### src/rtl/zlxg_ram.sv
// ----------------------------------------------------------------------------
// zlxg_ram
// generic simple dual-port ram, one write and one registered read port
// ----------------------------------------------------------------------------
module zlxg_ram #(
  parameter int WIDTH = 8,
  parameter int DEPTH = 16,
  parameter int ADDR_W = (DEPTH > 1) ? $clog2(DEPTH) : 1
) (
  input  logic              clk,
  input  logic              we,
  input  logic [ADDR_W-1:0] waddr,
  input  logic [WIDTH-1:0]  wdata,
  input  logic              re,
  input  logic [ADDR_W-1:0] raddr,
  output logic [WIDTH-1:0]  rdata
);

  logic [WIDTH-1:0] mem [DEPTH];

  always_ff @(posedge clk) begin
    if (we) begin
      mem[waddr] <= wdata;
    end
    if (re) begin
      rdata <= mem[raddr];
    end
  end

endmodule

### config.mk
export PLATFORM = sky130hd
export DESIGN_NAME = zlxg_ram
export DESIGN_NICKNAME = d
export VERILOG_FILES = /design/src/rtl/zlxg_ram.sv
export SDC_FILE = /design/constraint.sdc
export NUM_CORES = 1
export LEC_CHECK = 0
export ABC_AREA = 0
export BUFFER_PORTS_ARGS = -buffer_cell sky130_fd_sc_hd__buf_2
export CORE_ASPECT_RATIO = 0.6
export CORE_UTILIZATION = 60
export DETAILED_ROUTE_END_ITERATION = 8
export GPL_TIMING_DRIVEN = 0
export PLACE_DENSITY_LB_ADDON = 0.05
export SETUP_SLACK_MARGIN = 0.1
export SYNTH_ARGS = -nofsm -noshare
export SYNTH_HDL_FRONTEND = slang
export SYNTH_SLANG_ARGS = --single-unit
### constraint.sdc
create_clock -name clk -period 2.1 [get_ports clk]
set_input_delay 0.21 -clock clk [delete_from_list [all_inputs] [get_ports clk]]
set_output_delay 0.21 -clock clk [all_outputs]
set_load 0.03 [all_outputs]
==> results of run 1 <==
area by class of cell:
| type | instances | share of cell area |
|---|---|---|
| buffer | 10 | 0.0143 |
| tap | 108 | 0.0223 |
| clock buffer | 19 | 0.0715 |
| clock inverter | 12 | 0.0221 |
| timing repair buffer | 25 | 0.0207 |
| multi-input combinational | 83 | 0.175 |
| sequential | 136 | 0.675 |
power by group:
part	total, mW	internal, mW	switching (mW)	leakage (nW)
sequential	3.07	3.06	0.0140	1.24
clock	2.86	1.83	1.03	0.279
combinational	0.312	0.118	0.194	0.518
cells in the final DEF, fill, tap and decap left out, drive strengths merged:
master         netlist  routed
nand2b               2       2
mux4                32      32
nor3                 4       4
bufinv               0       3
clkbuf               0      19
and2b                1       1
clkdlybuf4s25        3       3
or3b                 1       1
buf                  7      32
a22oi               16      16
nand3                1       1
nor2b                1       1
edfxtp             136     136
clkinv               0       8
nor2                13      13
clkinvlp             0       1
and2                 1       1
nand3b               2       2
nand2                9       9
critical path, delay by kind of cell:
| kind | cells | cell delay (ps) |
|---|---|---|
| buffers and inverters | 1 | 120 |
| AND/OR/NAND/NOR | 2 | 1530 |
flip-flops by register name, indices dropped and copies added, names as in the netlist:
register,flops
mem,128
rdata,8
worst max path at each step:
stage	start	depth (start not counted)	slack (ps)	end
floorplan	waddr[2]	2	400	mem[0][0]
global placement	waddr[2]	3	-190	mem[0][7]
detailed placement	waddr[2]	3	-140	mem[0][7]
CTS	waddr[2]	3	230	mem[0][7]
global route	waddr[2]	3	180	mem[0][6]
finish	waddr[2]	3	250	mem[0][6]
layer usage:
metal,share of wire,vias to the layer above
met5,0,-
met4,0.015,0
met3,0.090,11
met2,0.44,118
met1,0.46,1263
li1,-,1070
through the flow:
stage / utilization / hold WS (ps)
final: 0.742 / 143
after CTS: 0.742 / 130
after global routing: 0.742 / 141
after detailed placement: 0.672 / 566
after global placement: 0.672 / 553
after floorplan: - / 309
cells by family (layout without fill, tap and decap cells):
logic type | after synthesis | count (layout) | synth area share
and+or+nand+nor | 35 | 35 | 0.0314
DFF | 136 | 136 | 0.781
muxes | 32 | 32 | 0.148
buffers and inverters | 10 | 66 | 0.0165
AOI/OAI and AO/OA | 16 | 16 | 0.0230
==> metrics.md, run 1 <==
| Metric | Value |
|---|---|
| Status | complete, no violations |
| Worst hold path endpoint | rdata[4] |
| CTS Hold Bufs | 0 |
| Synth area leader | edfxtp_1 |
| Rel. slew slack | 0.121 |
| Drt pass-1 iters | 6 |
| Reg2reg end | rdata[3] |
| Slew Viols, Final | 0 |
| Number of synthesized flops with an enable pin | ~140 |
| Via density | between 6 and 7 |
| Critical path arrival | about 1900 ps |
| Cell with the most instances after synthesis | edfxtp_1 |
| Post-Syn Area | about 5200 sq um |
| Startpoint Class | input port |
| Netlist cell types | 18 |
| CP Data Required Time | 2120 ps |
| Setup Viol. Count Final | 0 |
| Fin crit period | 1850 ps |
| Setup Skew | approximately 11 ps |
| Setup WS pre-CTS | -140 ps |
| DR iter-0 viols | about 260 |
| P per Cell Area | about 1000 nW/um^2 |
| Synthesis-to-layout area growth | 15.8% |
| HP Class | in -> reg |
| Final WS setup | 250 ps |
| Max-Cap Viols | 0 |
| Ys flop type | edfxtp_1 |
| Final instance area | ~6000 sq um |
| Initial antenna violation count | 0 |
| Synth Warn # | 0 |
| GR Layer Usage met1 | 0.367 |
| Worst R2R Path Depth | 3 |
| CTS sink cnt | roughly 140 |
| Max Clk Rate | 541 MHz |
| Unrepaired setup endpoints after global routing | false |
| Placeable Area | between 8000 and 9000 sq um |
| Final non-filler cell total | ~390 |
| CTS Buf Count | 17 |
| Layout cell share with drive strength beyond 1 | 0.281 |
| Htree depth | 4 |
| All-layer global routing usage | 0.248 |
| Io pins | 27 |
| Leakage power | between 2 and 2.5 nW |
| Aggregate global routing overflow | 0 |
| Count of buffers from port buffering | 25 |
| Largest stage delay, worst path | about 1000 ps |
| Clock root buffer master | clkbuf_16 |
| Grt met2 use | 0.339 |
| WL/cell | 25.1 um |
| Crit path capture type | flip-flop |
| Nets | 292 |
| WHS Path Cells | 1 |
| Reg-to-reg slack, setup | ~550 ps |
| CTS resizes | 0 |
| Cells after Synth | 229 |
| Synthesized flop and latch total | roughly 140 |
| Initial core utilization | 0.640 |
| Detailed Place HPWL | 6090 um |
| First-pass GRT wire length | around 14,000 um |
| CP max FO | 8 |
| CP Class | in -> reg |
| Pin count of the biggest net entering global routing | 17 |
| Rows | 25 |
| Synthesized area per cell | 22.8 sq um |
| Reg2reg start | mem[7][3] |
| Share of flip-flops with an asynchronous set or reset | 0 |
| Placed cells | between 300 and 400 |
| Maximum vdd drop | ~1200 uV |
| Total number of vias | about 2,500 |
| Vias in the first global route | 2,384 |
| ANT nets after route | 0 |
| Period utilisation layout | 0.881 |
| GRT met3 Usage | 0.0920 |
| Gpl congestion | roughly 0.69 |
| HP Start | re |
| Placed instance area | around 5500 sq um |
| Die footprint | roughly 9100 sq um |
| Final hold vios | 0 |
| Post-Syn Nets | between 200 and 250 |
| CP cell instances | buf_2, or3b_2, nor3_1 |
| Maximum root-to-sink buffer count | 2 |
| Diodes inserted | 0 |
| Die W | 123 um |
| Critical-path top delay cell | nor3_1 |
| Clock-pin slew on the worst setup and hold paths | approximately 60 ps |
| Tot Pwr | ~6.2 mW |
| Reg area | slightly above 4000 sq um |
| Worst-skew pair later-pin latency | 410 ps |
| Top cell type's share of synthesized area | 0.781 |
| Gr busiest metal | met1 |
| Actual slew at the worst max-slew pin | 1310 ps |
| Multi-input logic area | around 1100 sq um |
| CTS tree | built |
| Final TNS setup | 0 ps |
| # DRC | 0 |
| Fill cell count | 460 |
| Area contributors post-synth | edfxtp_1, mux4_2, mux4_1 |
| Sequential area share after synthesis | 0.781 |
| Post-CTS setup buffers | 0 |
| Final wirelength | ~9900 um |
| Die H | about 74 um |
| Synth top cells by count | edfxtp_1, mux4_2, a22oi_1, mux4_1, nor2_1 |
Power figures use the tool's default switching activity.
==> run 2: changes to the inputs <==
- CAP_MARGIN: unset -> 20
- CORE_MARGIN: unset -> 2
==> run 2 against run 1 <==
Fmax rose by 15%. Critical path type unchanged. Sequential cell count did not move. Critical endpoint is now mem[0][7]. Setup slack improved by 230 ps. Non-clock buffer count rose by 4. Clock-buffer cell count rose by 1. Critical path depth rose by 1. Hold slack improved by 3.0 ps. Sequential share of layout area rose by 0.43 points.
==> metrics.md, run 2 (synthesis gave the netlist of run 1 again) <==
| Metric | Value |
|---|---|
| CTS resizes | 0 |
| ANT nets after route | 0 |
| Status | complete, no violations |
| Final wirelength | 9750 um |
| Placed instance area | 5520 sq um |
| Met3 wire len | 1030 um |
| Wl on met1 | between 4000 and 5000 um |
| HP Class | in -> reg |
| Commonest non-fill, non-tap cell in the layout | edfxtp_1 |
| Max-Cap Viols | 0 |
| Maximum root-to-sink buffer count | 2 |
| Die H | approximately 76 um |
| Io pins | 27 |
| Highest routed layer | met4 |
| Most frequent cells in the layout | edfxtp_1, buf_2, mux4_2 |
| Rel. slew slack | 0.445 |
| Synthesis-to-layout area growth | 15.1% |
| Top Registers | mem (128), rdata (8) |
| Max Clk Rate | roughly 620 MHz |
| Final instance area | 6020 sq um |
| Fin util | 0.709 |
| # DRC | 0 |
| Startpoint Class | input port |
| Final hold vios | 0 |
| Leakage power | between 2 and 2.5 nW |
| Diodes inserted | 0 |
| Layout cell share with drive strength beyond 1 | 0.268 |
| P per Cell Area | about 1000 nW/um^2 |
| Fin crit period | between 1500 and 2000 ps |
| CP Data Required Time | approximately 2200 ps |
| First-pass GRT wire length | around 15,000 um |
| Worst-skew pair later-pin latency | about 400 ps |
| Crit path capture type | flip-flop |
| Initial core utilization | 0.616 |
| Nets | 296 |
| WL/cell | between 20 and 25 um |
| CP max FO | 5 |
| Via density | ~6.1 |
| Final WS setup | 485 ps |
| Total number of vias | between 2,000 and 2,500 |
| Drt pass-1 iters | 7 |
| Setup Skew | slightly below 5 ps |
| Placeable Area | about 8500 sq um |
| Slew Viols, Final | 0 |
| Post-CTS setup buffers | 0 |
| Met2 routed WL | 4280 um |
| DR iter-0 viols | about 330 |
| Setup WS pre-CTS | 88.1 ps |
| Gpl congestion | 0.746 |
| Htree depth | 4 |
| Setup Viol. Count Final | 0 |
| Rows | 26 |
| Vias in the first global route | about 2,300 |
| Unrepaired setup endpoints after global routing | false |
| Placed cells | 370 |
| Count of buffers from port buffering | 25 |
| Worst hold slack | 146 ps |
| CTS Hold Bufs | 0 |
| Detailed Place HPWL | between 6000 and 7000 um |
| Final TNS setup | 0 ps |
| Aggregate global routing overflow | 0 |
| CTS Buf Count | 17 |
| Maximum vdd drop | 1020 uV |
| CP Class | in -> reg |
| Initial antenna violation count | 0 |
| All-layer global routing usage | 0.225 |
| Pin count of the biggest net entering global routing | 17 |
| Tot Pwr | slightly below 6 mW |
| Die W | between 100 and 150 um |
| Die footprint | around 9500 sq um |
| Final non-filler cell total | 399 |
| Top reg by flops | mem |
| Period utilisation layout | 0.769 |
| Actual slew at the worst max-slew pin | 830 ps |
| CTS tree | built |
| Largest register FFs | roughly 130 |
| Clock root buffer master | clkbuf_16 |
| CTS sink cnt | around 140 |
| Clock-pin slew on the worst setup and hold paths | 50 ps |
| Critical path arrival | about 1700 ps |
-- run 2: cell types whose count changed in the layout (fill, tap and decap cells not counted) --
cell        before  now
buf_2           28   30
buf_4            1    3
bufinv_16        3    1
clkbuf_1         2    3
clkinv_1         3    7
clkinv_2         5    1
clkinvlp_4       1    0
-- run 2: path summary, 6_finish.rpt --
path | start | endpoint | slack [ps] | depth (start not counted)
setup / recovery | waddr[2] | mem[0][7] | 480 | 4
setup reg to reg | mem[5][3] | rdata[3] | 590 | 3
hold reg to reg | mem[11][4] | rdata[4] | 760 | 3
hold / removal | re | rdata[1] | 150 | 1
-- run 2: critical path, cell delays in order --
cell,delay (ps)
buf_2,120
or3b_2,520
nor3_1,530
buf_2,330
-- run 2: power by group --
part | switching [mW] | internal (mW)
clock | 0.972 | 1.57
combinational | 0.194 | 0.119
sequential | 0.0123 | 3.06
-- run 2: area by class of cell --
cell class,instances,area (sq um)
Multi-Input combinational cell,83,1060
Tap cell,112,140
Clock inverter,9,61.3
Timing Repair Buffer,29,150
Sequential cell,136,4080
Fill cell,516,2470
Buffer,10,86.3
Clock buffer,20,437
-- run 2: routing by layer --
layer | vias to the layer above | track usage
met5 | - | 0
met1 | 1247 | 0.365
met3 | 8 | 0.0681
met4 | 0 | 0.0674
met2 | 105 | 0.301
li1 | 1074 | -
